[config.mk]
export PLATFORM = sky130hd
export DESIGN_NAME = key_edge_state_table
export DESIGN_NICKNAME = d
export VERILOG_FILES = /design/src/rtl/kest_pkg.sv /design/src/rtl/kest_ram.sv /design/src/rtl/key_edge_state_table.sv
export SDC_FILE = /design/constraint.sdc
export NUM_CORES = 1
export LEC_CHECK = 0
export BUFFER_PORTS_ARGS = -buffer_cell sky130_fd_sc_hd__buf_2
export CORE_MARGIN = 2
export CORE_UTILIZATION = 30
export CTS_BUF_LIST = sky130_fd_sc_hd__clkbuf_4 sky130_fd_sc_hd__clkbuf_8
export DETAILED_ROUTE_END_ITERATION = 10
export SLEW_MARGIN = 20
export SYNTH_ARGS = -nofsm -noshare
export SYNTH_HDL_FRONTEND = slang
export SYNTH_HIERARCHICAL = 1
export SYNTH_SLANG_ARGS = --single-unit
[constraint.sdc]
create_clock -name clk -period 19.9 [get_ports clk]
set_input_delay 3.98 -clock clk [delete_from_list [all_inputs] [get_ports clk]]
set_output_delay 3.98 -clock clk [all_outputs]
set_load 0.02 [all_outputs]
[src/rtl/kest_pkg.sv]
`default_nettype none
// ----------------------------------------------------------------------------
// kest_pkg: shared types and helpers for the key edge state table
// Command codes, controller states, payload structs and the entry update rule.
// ----------------------------------------------------------------------------
package kest_pkg;

	localparam int KEYS_DEFAULT = 256;
	localparam int ENTRY_W      = 3;
	localparam int CELL_W       = 15;
	localparam int CODE_W       = 16;

	// entry layout
	localparam logic [ENTRY_W-1:0] BIT_HELD     = 3'b001;
	localparam logic [ENTRY_W-1:0] BIT_PRESSED  = 3'b010;
	localparam logic [ENTRY_W-1:0] BIT_RELEASED = 3'b100;

	typedef enum logic [2:0] {
		CMD_KEY   = 3'd0,
		CMD_MOUSE = 3'd1,
		CMD_FOCUS = 3'd2,
		CMD_FRAME = 3'd3,
		CMD_QUERY = 3'd4
	} cmd_t;

	typedef enum logic [1:0] {
		ST_CLEAR,
		ST_IDLE,
		ST_RUN
	} state_t;

	typedef struct packed {
		logic [2:0]        command;
		logic [CODE_W-1:0] key_code;
		logic              key_down;
		logic [2:0]        button_mask;
		logic [CELL_W-1:0] cell_col;
		logic [CELL_W-1:0] cell_row;
	} request_t;

	typedef struct packed {
		logic              held;
		logic              pressed_flag;
		logic              released_flag;
		logic              activity;
		logic [CELL_W-1:0] cursor_col;
		logic [CELL_W-1:0] cursor_row;
	} result_t;

	// Record a transition only when the level really changes.
	function automatic logic [ENTRY_W-1:0] apply_level(input logic [ENTRY_W-1:0] e,
			input logic down);
		logic [ENTRY_W-1:0] r;
		r = e;
		if (e[0] != down) begin
			if (down) begin
				r = e | BIT_PRESSED | BIT_HELD;
			end else begin
				r = (e | BIT_RELEASED) & ~BIT_HELD;
			end
		end
		return r;
	endfunction

endpackage
`default_nettype wire

[src/rtl/kest_ram.sv]
`default_nettype none
// ----------------------------------------------------------------------------
// kest_ram: generic single-write, single-read synchronous RAM
// One write port, one read port, read data registered.
// ----------------------------------------------------------------------------
module kest_ram #(
	parameter int WIDTH = 3,
	parameter int DEPTH = 256
) (
	input  wire logic                     clk,
	input  wire logic                     we,
	input  wire logic [$clog2(DEPTH)-1:0] waddr,
	input  wire logic [WIDTH-1:0]         wdata,
	input  wire logic                     re,
	input  wire logic [$clog2(DEPTH)-1:0] raddr,
	output      logic [WIDTH-1:0]         rdata
);

	logic [WIDTH-1:0] mem [DEPTH];

	always_ff @(posedge clk) begin
		if (we) begin
			mem[waddr] <= wdata;
		end
		if (re) begin
			rdata <= mem[raddr];
		end
	end

endmodule
`default_nettype wire

[src/rtl/key_edge_state_table.sv]
`default_nettype none
// ----------------------------------------------------------------------------
// key_edge_state_table: per-key held / pressed / released table
// Read-modify-write controller around one table RAM, plus the cursor cell.
// ----------------------------------------------------------------------------
// Usage:
//   A command is transferred when start is high and busy is low. The request
//   struct carries the command and its operands. Only a query returns a
//   result: done pulses for one cycle with the result struct valid, and the
//   receiver must take it in that cycle.
// Sequence per command:
//   key event     read, write back
//   mouse event   three button keys, reads overlapped with writes
//   focus lost, frame end: sweep over every entry, one entry per cycle
//   query         read; done is asserted in the last busy cycle
//   Commands 5..7 and key events beyond the table leave busy low.
//   A new command is not taken until the last one is through and busy is low.
// Reset:
//   After arst_n releases, a clearing pass writes zero to every entry, one
//   per cycle; busy is high meanwhile. The cursor resets to zero.
// ----------------------------------------------------------------------------
module key_edge_state_table #(
	parameter int KEYS = kest_pkg::KEYS_DEFAULT
) (
	input  wire logic              clk,
	input  wire logic              arst_n,
	input  wire logic              start,
	output      logic              busy,
	input  wire kest_pkg::request_t request,
	output      logic              done,
	output      kest_pkg::result_t result
);

	import kest_pkg::*;

	localparam int AW = $clog2(KEYS);
	localparam int CW = $clog2(KEYS + 1);
	localparam logic [CODE_W:0] KEYS_L   = (CODE_W+1)'(KEYS);
	localparam logic [CW-1:0]   LAST_IDX = CW'(KEYS - 1);
	localparam logic [CW-1:0]   N_ALL    = CW'(KEYS);

	state_t state_q, state_d;

	logic [2:0]        op_q;
	logic [AW-1:0]     code_q;
	logic              oor_q;
	logic              down_q;
	logic [2:0]        mask_q;
	logic [CW-1:0]     idx_q;
	logic [CW-1:0]     n_q;
	logic [CELL_W-1:0] cursor_col_q;
	logic [CELL_W-1:0] cursor_row_q;

	logic              valid_s1;
	logic [AW-1:0]     addr_s1;
	logic              level_s1;

	logic              accept;
	logic              in_range;
	logic              rd_en;
	logic [AW-1:0]     rd_addr;
	logic              rd_level;
	logic              we;
	logic [AW-1:0]     waddr;
	logic [ENTRY_W-1:0] wdata;
	logic [ENTRY_W-1:0] rdata;
	logic [ENTRY_W-1:0] q_entry;

	assign busy     = (state_q != ST_IDLE);
	assign accept   = start && !busy;
	assign in_range = ({1'b0, request.key_code} < KEYS_L);

	// read side: pick the target of the current step
	always_comb begin
		rd_en    = (state_q == ST_RUN) && (idx_q < n_q);
		rd_addr  = code_q;
		rd_level = down_q;
		case (op_q)
			CMD_MOUSE: begin
				rd_level = mask_q[idx_q[1:0]];
				case (idx_q[1:0])
					2'd0:    rd_addr = AW'(1);
					2'd1:    rd_addr = AW'(2);
					default: rd_addr = AW'(4);
				endcase
			end
			CMD_FOCUS: begin
				rd_addr  = idx_q[AW-1:0];
				rd_level = 1'b0;
			end
			CMD_FRAME: begin
				rd_addr = idx_q[AW-1:0];
			end
			default: begin
				rd_addr  = code_q;
				rd_level = down_q;
			end
		endcase
	end

	// write side: clearing pass, or write back the entry read last cycle (queries write nothing)
	always_comb begin
		we    = 1'b0;
		waddr = addr_s1;
		wdata = apply_level(rdata, level_s1);
		if (state_q == ST_CLEAR) begin
			we    = 1'b1;
			waddr = idx_q[AW-1:0];
			wdata = '0;
		end else if (valid_s1 && (op_q != CMD_QUERY)) begin
			we = 1'b1;
			if (op_q == CMD_FRAME) begin
				wdata = rdata & BIT_HELD;
			end
		end
	end

	kest_ram #(
		.WIDTH(ENTRY_W),
		.DEPTH(KEYS)
	) u_table (
		.clk  (clk),
		.we   (we),
		.waddr(waddr),
		.wdata(wdata),
		.re   (rd_en),
		.raddr(rd_addr),
		.rdata(rdata)
	);

	always_comb begin
		state_d = state_q;
		case (state_q)
			ST_CLEAR: begin
				if (idx_q == LAST_IDX) begin
					state_d = ST_IDLE;
				end
			end
			ST_IDLE: begin
				if (accept) begin
					case (request.command)
						CMD_KEY:   state_d = in_range ? ST_RUN : ST_IDLE;
						CMD_MOUSE, CMD_FOCUS, CMD_FRAME, CMD_QUERY: state_d = ST_RUN;
						default:   state_d = ST_IDLE;
					endcase
				end
			end
			ST_RUN: begin
				if (!rd_en && !valid_s1) begin
					state_d = ST_IDLE;
				end
			end
			default: state_d = ST_IDLE;
		endcase
	end

	always_ff @(posedge clk or negedge arst_n) begin
		if (!arst_n) begin
			state_q      <= ST_CLEAR;
			idx_q        <= '0;
			n_q          <= '0;
			valid_s1     <= 1'b0;
			done         <= 1'b0;
			cursor_col_q <= '0;
			cursor_row_q <= '0;
		end else begin
			state_q  <= state_d;
			valid_s1 <= rd_en;
			done     <= valid_s1 && (op_q == CMD_QUERY);
			if (accept) begin
				idx_q <= '0;
				case (request.command)
					CMD_MOUSE: begin
						n_q          <= CW'(3);
						cursor_col_q <= request.cell_col;
						cursor_row_q <= request.cell_row;
					end
					CMD_FOCUS, CMD_FRAME: n_q <= N_ALL;
					default:   n_q <= CW'(1);
				endcase
			end else if (rd_en || (state_q == ST_CLEAR)) begin
				idx_q <= idx_q + CW'(1);
			end
		end
	end

	// operands and pipeline payload
	always_ff @(posedge clk) begin
		if (accept) begin
			op_q   <= request.command;
			code_q <= request.key_code[AW-1:0];
			oor_q  <= !in_range;
			down_q <= request.key_down;
			mask_q <= request.button_mask;
		end
		addr_s1  <= rd_addr;
		level_s1 <= rd_level;
	end

	// query result; codes beyond the table read as an empty entry
	assign q_entry = oor_q ? '0 : rdata;

	always_ff @(posedge clk) begin
		if (valid_s1 && (op_q == CMD_QUERY)) begin
			result.held          <= q_entry[0];
			result.pressed_flag  <= q_entry[1];
			result.released_flag <= q_entry[2];
			result.activity      <= |q_entry;
			result.cursor_col    <= cursor_col_q;
			result.cursor_row    <= cursor_row_q;
		end
	end

	// a result only follows a query lookup
	a_done_from_query: assert property (@(posedge clk) disable iff (!arst_n)
		done |-> ($past(valid_s1) && ($past(op_q) == CMD_QUERY)))
		else $error("done without a query lookup");

	// overlapped read and write back never hit the same entry
	a_no_rw_collision: assert property (@(posedge clk) disable iff (!arst_n)
		(we && rd_en) |-> (waddr != rd_addr))
		else $error("read and write to the same entry");

	// nothing is in flight once the controller is idle
	a_idle_drained: assert property (@(posedge clk) disable iff (!arst_n)
		(state_q == ST_IDLE) |-> !valid_s1)
		else $error("lookup in flight while idle");

	// step counter never runs past the step count
	a_idx_bound: assert property (@(posedge clk) disable iff (!arst_n)
		(state_q == ST_RUN) |-> (idx_q <= n_q))
		else $error("step counter overrun");

	// the clearing pass holds the block off
	a_clear_busy: assert property (@(posedge clk) disable iff (!arst_n)
		(state_q == ST_CLEAR) |-> (busy && !rd_en))
		else $error("activity during clearing pass");

endmodule
`default_nettype wire

==> summary.txt, run 1 <==
Power and ir drop
  • Combinational share of power: 25.4%
  • Switching power: 0.00165 W
  • PD cells: 130 nW/um2
  • Clock share of power: 29.0%
  • P_int: 0.00358 W
  • Worst vdd ir: 96.8 uV
  • Leakage: 12.8 nW
  • Total Power: 0.00523 W
  • Reg power frac: 45.5%
  • Sw Ratio: 31.5%

STA
  • Setup Total Neg Slack: 0 ps
  • Fin crit period: 5620 ps
  • FMAX: 0.178 GHz
  • Final Hold Fails: 0
  • # setup viols final: 0
  • Clock Skews: 54.8 ps
  • Count of pins over their slew limit: 0
  • Unrepaired setup endpoints after global routing: false
  • PnR worst setup slack: 14280 ps
  • Max-slew headroom: 31.6%
  • Worst Tran Pin Value: 1030 ps
  • Ratio of final minimum period to clock period: 28.3%

Global route
  • Vias in the first global route: 19900
  • Initial antenna violation count: 3
  • Met1 Use GR: 18.6%
  • GR Layer Usage met2: 22.5%
  • Gr busiest metal: met2
  • Largest net degree at the start of global routing: 257
  • Met3 Usage GRT: 2.83%
  • First-pass GRT wire length: 126 mm
  • Total grt overflow: 0
  • GRT Util Overall: 13.9%

Routing
  • WL/cell: 22.6 um
  • Initial drt markers: 1824
  • First-pass iteration count of the detailed router: 5
  • Vias/cell: 5.08
  • Routed WL: 85.1 mm
  • Via Count: 19100
  • Detail Route Antenna Nets: 0
  • DR DRC count: 0

Clock network
  • Post-CTS Hold Buffers: 0
  • CTS sink cnt: 876
  • Resized cells post-CTS: 0
  • Worst-path clk slew: 60 ps
  • CTS Buffer Depth: 3
  • Root Driver: clkbuf_8
  • CTS buffer count: 143
  • Post-CTS setup buffers: 0
  • H-tree levels: 4
  • CTS tree: built
  • Clock latency on the worst-skew pair: 800 ps

Die
  • Die Span Y: 347 um
  • Die Wd: 347 um
  • I/O pin count: 92
  • FP Rows: 125
  • Starting density of the core: 30.3%
  • Core ar.: 116000 um2
  • Die area: 120000 um2

Final layout
  • Synthesis-to-finish area growth: 13.8%
  • Share of layout cells above drive strength 1: 25.3%
  • Final instance count without filler cells: 3765
  • Final #Nets: 2207
  • # fillers: 11000

Worst setup path
  • CP endpoint kind: output pin
  • Crit path launch type: flip-flop
  • Arr. time, crit path: 1640 ps
  • Req. time, crit path: 15920 ps
  • Crit Path Max Fanout: 8
  • Crit Path Class: reg2out

Yosys
  • Sequential share of the synthesized area: 73.8%
  • Synthesized instance count: 1996
  • Ys Warns: 6
  • Syn Area/Cell: 17.6 um2
  • Yosys reg bits: 876
  • Count of different cell masters after synthesis: 70
  • Post-synthesis cell area: 35200 um2
  • Main synth FF type: edfxtp_1
  • Post-synth EDFFs: 821
  • Post-synthesis async set-or-reset flop share: 5.25%
  • Mapped Nets: 2061

Placed design
  • Placer Congestion: 0.800
  • PortBufs: 91
  • Inst Count DP: 3520
  • DP HPWL: 50.2 mm
  • Worst slack at placement: 14480 ps

Hold path
  • Min-Delay Path Class: reg2reg

Run status
  • Status: complete, no violations

Job
  • Max capacitance violation total: 0
worst max-delay path, cell delays in order, from the launching register on:
cell	delay, ps
dfrtp_1	550
nand2_1	130
buf_2	180
layout make-up:
cell class	instances	area (um2)	area share (%)
Timing Repair Buffer	128	795	1.98
Antenna cell	1	2.50	0.00624
Sequential cell	876	26000	64.8
Multi-Input combinational cell	974	8580	21.4
Tap cell	1524	1910	4.76
Inverter	19	71.3	0.178
Clock buffer	191	2370	5.90
Clock inverter	52	378	0.943
cell usage after synthesis, types with 4 or more instances:
library cell / number / share of area (%)
a21oi_1: 29 / 0.41
nor2_1: 295 / 3.1
a211oi_1: 11 / 0.23
and2_1: 5 / 0.089
mux2i_1: 98 / 2.8
ha_1: 9 / 0.32
a2111oi_0: 5 / 0.12
o22ai_1: 17 / 0.30
mux2_2: 38 / 1.2
buf_4: 8 / 0.17
o211ai_1: 4 / 0.085
nor2b_1: 32 / 0.57
inv_1: 16 / 0.17
edfxtp_1: 821 / 70
nand2b_1: 6 / 0.11
mux4_2: 153 / 9.8
nand3_1: 41 / 0.58
or3_1: 5 / 0.089
nor4_1: 5 / 0.089
buf_6: 18 / 0.58
nand4_1: 13 / 0.23
dfxtp_1: 9 / 0.51
clkbuf_1: 72 / 0.77
or4_1: 5 / 0.11
dfrtp_1: 46 / 3.3
a22oi_1: 47 / 1.0
and3_1: 5 / 0.089
a22o_1: 9 / 0.22
o21a_1: 4 / 0.085
o221ai_1: 7 / 0.17
nor3_1: 17 / 0.24
nand2_1: 49 / 0.52
o21ai_0: 9 / 0.13
buf_2: 20 / 0.28
buf_1: 7 / 0.075
a31oi_1: 9 / 0.16
worst paths after layout:
path | start | endpoint | slack [ps] | cells past startpoint
worst max-delay path | state_q[0] | busy | 14280 | 2
worst min-delay path | cursor_col_q[14] | result[29] | 440 | 0
worst max register to register | op_q[1] | u_table/rdata[2] | 14610 | 11
worst min register to register | cursor_col_q[14] | result[29] | 440 | 0
max in group asynchronous | arst_n | state_q[1] | 16160 | 2
min in group asynchronous | arst_n | cursor_row_q[11] | 3290 | 2
stage by stage:
stage	area, um2	utilization [%]	hold slack, ps
detailed placement	37300	32.1	425
floorplan	35200	-	419
finish	40100	34.5	439
global route	40100	34.5	451
global placement	37300	32.1	426
CTS	40100	34.4	439
registers in the layout, summed over array words and instances, names as in the netlist, 2 cells and up:
name           count
u_table/mem      768
result            34
cursor_col_q      15
cursor_row_q      15
idx_q              9
addr_s1            8
code_q             8
mask_q             3
n_q                3
op_q               3
u_table/rdata      3
state_q            2
cells by family after synthesis:
logic type | Yosys count | share of synthesized area (%)
adders and majority gates | 9 | 0.320
muxes | 290 | 13.8
and+or+nand+nor | 498 | 6.38
DFF | 876 | 73.8
xor gates and xnor gates | 2 | 0.0497
AOI/OAI and AO/OA | 175 | 3.54
buffers and inverters | 146 | 2.13
cells in the final DEF (no fill, tap or decap), drive strengths merged, types with 30 or more instances in the layout:
cell type,count
clkinv,38
nor2,295
nand3,42
a22oi,47
clkbuf,191
dfrtp,46
nand2,50
buf,128
mux2i,98
mux2,39
mux4,153
nor2b,32
edfxtp,821
a21oi,30
metal layers:
metal,share of wire [%],up-vias
met4,2.4,2
met5,0.067,-
met3,7.8,152
met2,48,865
met1,42,9941
li1,-,8185
power by group through the flow:
| stage | combinational, W | sequential (W) | clock, W |
|---|---|---|---|
| after floorplan | 0.000891 | 0.00248 | 0 |
| after global placement | 0.00130 | 0.00242 | 0 |
| after detailed placement | 0.00133 | 0.00242 | 0 |
| after CTS | 0.00133 | 0.00238 | 0.00156 |
| after global routing | 0.00143 | 0.00239 | 0.00164 |
| final | 0.00133 | 0.00238 | 0.00152 |
Power figures use the tool's default switching activity.
==> run 2, diff against run 1 <==
clock period = 5.26 ns   (was 19.9 ns; I/O delays follow)
==> run 2 against run 1 <==
Net effect:
- global-route usage grew 0.35 points
- first-iteration DRC count up 8.5%
- register-to-register slack got worse by 14000 ps
- critical endpoint is now u_table/rdata[2]
- hold slack worse by 340 ps
- sequential power increased to 3.8 times the previous value
- total power grew to 3.8 times the previous value
- clock skew about the same
- non-clock buffer count is 25 higher
==> summary.txt, run 2 (same netlist as run 1, synthesis figures left out) <==
STA
  • Unrepaired setup endpoints after global routing: false
  • Ratio of final minimum period to clock period: 85.4%
  • Final Hold Fails: 0 (unchanged)
  • Setup Total Neg Slack: 0 ps (unchanged)
  • Fin crit period: 4490 ps
  • Count of pins over their slew limit: 0 (unchanged)
  • Clock Skews: 54.9 ps (+0.169 ps)
  • Worst Tran Pin Value: 1140 ps (+117 ps)
  • Max-slew headroom: 22.9% (-8.7 points)
  • # setup viols final: 0 (unchanged)
  • PnR worst setup slack: 770 ps (-13510 ps)
  • FMAX: 0.223 GHz

Routing
  • Via Count: 19200 (+0.49%)
  • Vias/cell: 5.07 (-0.38%)
  • Initial drt markers: 1979 (+8.5%)
  • DR DRC count: 0 (unchanged)
  • Detail Route Antenna Nets: 0 (unchanged)
  • WL/cell: 22.9 um (+1.4%)
  • Routed WL: 87.0 mm (+2.3%)
  • First-pass iteration count of the detailed router: 5 (unchanged)

Global route
  • Initial antenna violation count: 2 (-1)
  • Largest net degree at the start of global routing: 257 (unchanged)
  • Vias in the first global route: 19600 (-1.5%)
  • GRT Util Overall: 14.3% (+0.35 points)
  • Total grt overflow: 0 (unchanged)
  • First-pass GRT wire length: 128 mm (+1.8%)

Power and ir drop
  • Worst vdd ir: 325 uV (+240%)
  • Sw Ratio: 31.8% (+0.25 points)
  • P_int: 0.0137 W (+280%)
  • PD cells: 496 nW/um2 (+280%)
  • Reg power frac: 44.9% (-0.6 points)
  • Leakage: 13.0 nW (+1.3%)
  • Clock share of power: 28.9% (about the same)
  • Combinational share of power: 26.2% (+0.8 points)
  • Switching power: 0.00637 W (+290%)

Die
  • Die Wd: 347 um (unchanged)
  • I/O pin count: 92 (unchanged)
  • Starting density of the core: 30.3% (unchanged)
  • Die area: 120000 um2 (unchanged)
  • Core ar.: 116000 um2 (unchanged)
  • FP Rows: 125 (unchanged)
  • Die Span Y: 347 um (unchanged)

Final layout
  • Multi-input logic area: 8600 um2 (+0.20%)
  • Leading cell type in the layout, fill and taps excluded: edfxtp_1
  • Top reg by flops: u_table/mem
  • # fillers: 11000 (-0.19%)
  • Max reg flops: 768 (unchanged)
  • Register area: 26000 um2 (unchanged)
  • Largest regs: u_table/mem: 768 flops, result: 34 flops
  • Share of layout cells above drive strength 1: 26.2% (+0.93 points)
  • Util after Layout: 34.7% (+0.29 points)
  • Final #Nets: 2232 (+1.1%)
  • Synthesis-to-finish area growth: 14.8%
  • Commonest non-fill, non-tap cells in the layout: edfxtp_1 (821), nor2_1 (294), mux4_2 (153)

Worst setup path
  • Crit Path Max Fanout: 20 (+12)
  • Arr. time, crit path: 5170 ps (+3530 ps)
  • Crit Path Class: reg2reg
  • Crit path launch type: flip-flop
  • Req. time, crit path: 5940 ps (-9980 ps)
  • CP endpoint kind: flip-flop

Placed design
  • PortBufs: 91 (unchanged)
  • Placer Congestion: 0.855 (+7.0%)
  • DP HPWL: 54.7 mm (+8.9%)
  • Worst slack at placement: 863 ps (-13620 ps)

Clock network
  • CTS tree: built
  • Resized cells post-CTS: 0 (unchanged)
  • H-tree levels: 4 (unchanged)
  • CTS sink cnt: 876 (unchanged)
  • Clock latency on the worst-skew pair: 810 ps (about the same)
  • CTS buffer count: 143 (unchanged)
  • Root Driver: clkbuf_8
  • Worst-path clk slew: 60 ps (about the same)
  • CTS Buffer Depth: 3 (unchanged)
  • Post-CTS setup buffers: 0 (unchanged)
  • Post-CTS Hold Buffers: 0 (unchanged)

Run status
  • Status: complete, no violations

Hold path
  • Min-Delay Path Class: in2async

Job
  • Max capacitance violation total: 0 (unchanged)
-- run 2: cell count changes in the layout (fill, tap and decap cells not counted), moves of 2 or more --
cell        delta
nand3_2        -2
clkinvlp_4     +2
diode_2        +2
clkbuf_8       -2
buf_12         +7
nand3_1        +2
clkinv_1       +6
buf_4         +19
clkinv_2       -2
-- run 2: path summary, 6_finish.rpt --
check	from	endpoint	slack, ps	depth (start not counted)
max in group asynchronous	arst_n	n_q[8]	4420	2
max	idx_q[0]	u_table/rdata[2]	770	14
min	arst_n	cursor_col_q[9]	100	1
max reg2reg	idx_q[0]	u_table/rdata[2]	770	14
min in group clk	request[39]	code_q[5]	420	1
min reg2reg	cursor_row_q[6]	result[6]	430	0
-- run 2: cell type report --
class	instances	area share, %
sequential	876	64.3
multi-input combinational	974	21.3
clock buffer	190	5.80
tap	1524	4.72
timing repair buffer	153	2.64
clock inverter	59	1.09
inverter	19	0.176
antenna	3	0.0186
-- run 2: through the flow --
stage | instances | power [W] | hold slack (ps) | cell area [um2]
2_1_floorplan | 1996 | 0.0126 | 419 | 35300
3_3_place_gp | 3545 | 0.0143 | 422 | 37600
3_5_place_dp | 3545 | 0.0144 | 428 | 37600
4_1_cts | 3794 | 0.0202 | 32.9 | 40400
5_1_grt | 3797 | 0.0209 | 59.2 | 40400
6_report | 3798 | 0.0201 | 100 | 40400
-- run 2: power by group through the flow --
stage | clock network, W | logic [W] | registers (W)
finish | 0.00581 | 0.00525 | 0.00901
global route | 0.00625 | 0.00561 | 0.00904
CTS | 0.00595 | 0.00526 | 0.00901
detailed placement | 0 | 0.00524 | 0.00915
global placement | 0 | 0.00516 | 0.00913
floorplan | 0 | 0.00338 | 0.00925
-- run 2: routing by layer --
metal  vias to the layer above  GRT usage [%]  share of wire, %
met5                         -              0                 0
met4                         0           4.57               2.4
met3                       146           3.26               8.4
met2                       918           22.5                47
met1                      9922           19.6                42
li1                       8253              -                 -
-- run 2: critical path, cell delays in order (launching register included) --
cell and delay [ps]:
dfrtp_1 550, inv_1 170, ha_1 220, nor2_1 110
nor2_1 50, nor2_1 120, a211oi_1 80, a221oi_4 630
buf_4 400, nand2_1 430, o221ai_1 370, nor3_1 90
or4_1 490, nor3_1 390, a311o_1 240
==> run 3, diff against run 2 <==
ABC_AREA = 1   (was default)
==> run 3 against run 2 <==
Net effect:
- final cell count rose by 34%
- area after synthesis rose by 4.3%
- register-to-register slack improved by 30 ps
- clock power fell by 3%
- die area rose by 4.3%
- critical path depth rose by 5
- utilization fell by 0.95 points
- non-clock buffer count fell by 14
- maximum frequency rose by 0.66%
- sequential power rose by 2%
- largest cell class unchanged
==> summary.txt, run 3 <==
Run status
  • Status: complete, no violations

STA
  • Worst Tran Pin Value: 1150 ps (+3.93 ps)
  • Count of pins over their slew limit: 0 (unchanged)
  • Max-slew headroom: 23.4% (+0.49 points)
  • Fin crit period: 4460 ps (-29.3 ps)
  • Clock Skews: 37.2 ps (-17.7 ps)
  • Ratio of final minimum period to clock period: 84.8% (-0.56 points)
  • Final Hold Fails: 0 (unchanged)
  • # setup viols final: 0 (unchanged)
  • FMAX: 0.224 GHz (+0.66%)
  • Setup Total Neg Slack: 0 ps (unchanged)
  • Unrepaired setup endpoints after global routing: false
  • WHS: 391 ps (+291 ps)

Final layout
  • # fillers: 12200 (+11%)
  • Largest regs: u_table/mem: 768 flops, result: 34 flops
  • Commonest non-fill, non-tap cells in the layout: nand2_1 (1007), edfxtp_1 (821), nand3_1 (758)
  • Share of layout cells above drive strength 1: 11.0% (-15 points)
  • Synthesis-to-finish area growth: 11.9%
  • Register area: 26000 um2 (unchanged)
  • Util after Layout: 33.8% (-0.95 points)
  • Top reg by flops: u_table/mem
  • Final #Nets: 3436 (+54%)
  • Multi-input logic area: 9260 um2 (+7.7%)
  • Final instance count without filler cells: 5096 (+34%)
  • Post-route cell area: 41100 um2 (+1.7%)
  • Max reg flops: 768 (unchanged)
  • Leading cell type in the layout, fill and taps excluded: nand2_1

Yosys
  • Ys Warns: 6 (unchanged)
  • Post-synth EDFFs: 821 (unchanged)
  • Count of different cell masters after synthesis: 32 (-54%)
  • Mapped Nets: 3367 (+63%)
  • Syn Area/Cell: 11.1 um2 (-37%)
  • Post-synthesis async set-or-reset flop share: 5.25% (unchanged)
  • Most frequent cell after synthesis: nand2_1
  • Synthesized instance count: 3302 (+65%)
  • Yosys reg bits: 876 (unchanged)
  • Top post-synthesis cells by area: edfxtp_1 (67%), nand3_1 (10%), nand2_1 (10%)
  • Post-synthesis cell area: 36800 um2 (+4.3%)
  • Sequential share of the synthesized area: 70.7% (-3.1 points)
  • Top cell type's share of synthesized area: 67.1% (-2.9 points)
  • Area leader, netlist: edfxtp_1
  • Top cells by count, synth: nand2_1 (1010), edfxtp_1 (821), nand3_1 (758), nor2_1 (318), buf_2 (91)
  • Main synth FF type: edfxtp_1

Global route
  • Total grt overflow: 0 (unchanged)
  • GR Layer Usage met2: 24.1% (+1.7 points)
  • Met3 Usage GRT: 2.76% (-0.49 points)
  • Largest net degree at the start of global routing: 197 (-23%)
  • Initial antenna violation count: 1 (-1)
  • GRT Util Overall: 14.7% (+0.45 points)
  • Vias in the first global route: 23800 (+22%)
  • Gr busiest metal: met2
  • First-pass GRT wire length: 142 mm (+11%)
  • Met1 Use GR: 19.0% (-0.54 points)

Worst setup path
  • Arr. time, crit path: 4990 ps (-180 ps)
  • Crit path launch type: flip-flop
  • CP endpoint kind: flip-flop
  • Crit Path Max Fanout: 174 (+770%)
  • Worst flop-to-flop path startpoint: op_q[1]
  • Critical Path Max Stage Delay: 590 ps (-40 ps)
  • Crit Path Class: reg2reg
  • Worst Reg2Reg Path Length in Cells: 19 (+5)
  • Req. time, crit path: 5790 ps (-150 ps)
  • Crit path max-delay cell type: clkinv_8
  • FF-to-FF setup slack: 800 ps (+30 ps)
  • Cells along the critical path: inv_1, nor2_2, inv_1, nand2_1, inv_2, nand2_1, nand2_4, clkinv_8, buf_12, nand2_1, nand3_1, nand3_1, nand3_1, nand3_1, nand2_1, nand2_1, nand3_1, nand3_1, nand2_1
  • R2r endpoint: u_table/rdata[1]

Clock network
  • Root Driver: clkbuf_8
  • Resized cells post-CTS: 0 (unchanged)
  • CTS Buffer Depth: 3 (unchanged)
  • Post-CTS setup buffers: 0 (unchanged)
  • Clock latency on the worst-skew pair: 800 ps (about the same)
  • H-tree levels: 4 (unchanged)
  • Worst-path clk slew: 60 ps (about the same)
  • CTS tree: built
  • CTS buffer count: 137 (-4.2%)
  • CTS sink cnt: 876 (unchanged)
  • Post-CTS Hold Buffers: 0 (unchanged)

Routing
  • Vias/cell: 4.83 (-4.6%)
  • Routed WL: 94.0 mm (+8.1%)
  • First-pass iteration count of the detailed router: 6 (+1)
  • WL/cell: 18.5 um (-19%)
  • Initial drt markers: 2265 (+14%)
  • Via Count: 24600 (+28%)
  • Detail Route Antenna Nets: 0 (unchanged)
  • DR DRC count: 0 (unchanged)

Die
  • Die Span Y: 354 um (+2.1%)
  • I/O pin count: 92 (unchanged)
  • Die area: 125000 um2 (+4.3%)
  • Core ar.: 122000 um2 (+4.6%)
  • FP Rows: 128 (+2.4%)
  • Die Wd: 354 um (+2.1%)
  • Starting density of the core: 30.2% (-0.079 points)

Power and ir drop
  • Leakage: 14.7 nW (+13%)
  • PD cells: 518 nW/um2 (+4.3%)
  • Worst vdd ir: 772 uV (+140%)

Placed design
  • PortBufs: 91 (unchanged)
  • Inst Count DP: 4857 (+37%)
  • DP HPWL: 53.0 mm (-3.2%)
  • Dpl cell area: 38500 um2 (+2.3%)
  • Placer Congestion: 0.833 (-2.6%)

Hold path
  • Min-Delay Path Class: in2async

Job
  • Max capacitance violation total: 0 (unchanged)
run 3: cell count changes after synthesis, sizes merged, moves of 58 or more:
cell,delta
buf,+109
inv,+58
mux2i,-98
mux4,-153
nand2,+962
nand3,+716
run 3: cells by family after synthesis:
| family | count (synthesis) | share of synthesized area (%) |
|---|---|---|
| AND/OR/NAND/NOR | 2096 | 24.1 |
| flip-flops | 876 | 70.7 |
| buffers and inverters | 285 | 4.30 |
| AO/OA/AOI/OAI | 31 | 0.463 |
| adder cells (fa/ha/maj) | 9 | 0.306 |
| XOR/XNOR | 5 | 0.119 |
run 3: per-layer routing:
layer  vias up  share of wire [%]
met1     12000                 42
met4         0                3.6
met5         -                  0
met3       191                6.4
met2       886                 48
li1      11600                  -
run 3: final cells by class:
| cell class | instances | area share, % |
|---|---|---|
| Antenna cell | 1 | 0.00608 |
| Clock buffer | 181 | 5.51 |
| Clock inverter | 57 | 0.937 |
| Inverter | 76 | 0.742 |
| Multi-Input combinational cell | 2141 | 22.5 |
| Sequential cell | 876 | 63.2 |
| Tap cell | 1625 | 4.94 |
| Timing Repair Buffer | 139 | 2.17 |
run 3: power by group:
part | switching (W) | internal, W | total [W]
logic | 0.00506 | 0.00147 | 0.00653
registers | 0.000151 | 0.00900 | 0.00915
clock network | 0.00262 | 0.00300 | 0.00562
run 3: worst max-delay path by stage:
stage / from / cells past startpoint / end / slack [ps]
floorplan: op_q[2] / 5 / u_table/mem[0][0] / 1390
global placement: op_q[1] / 19 / u_table/rdata[0] / 1000
detailed placement: op_q[1] / 19 / u_table/rdata[0] / 970
CTS: op_q[1] / 19 / u_table/rdata[1] / 970
global route: op_q[1] / 19 / u_table/rdata[0] / 590
finish: op_q[1] / 19 / u_table/rdata[1] / 800
run 3: worst max-delay path: cells and delay by family (launching register included):
| family | cells | cell delay, ps |
|---|---|---|
| buffers and inverters | 5 | 1560 |
| DFF | 1 | 390 |
| and+or+nand+nor | 14 | 1910 |
run 3: metrics by stage:
step                total power [W]  setup slack [ps]
global route                 0.0224               591
floorplan                    0.0137              1390
global placement             0.0158              1000
finish                       0.0213               799
CTS                          0.0214               968
detailed placement           0.0158               970
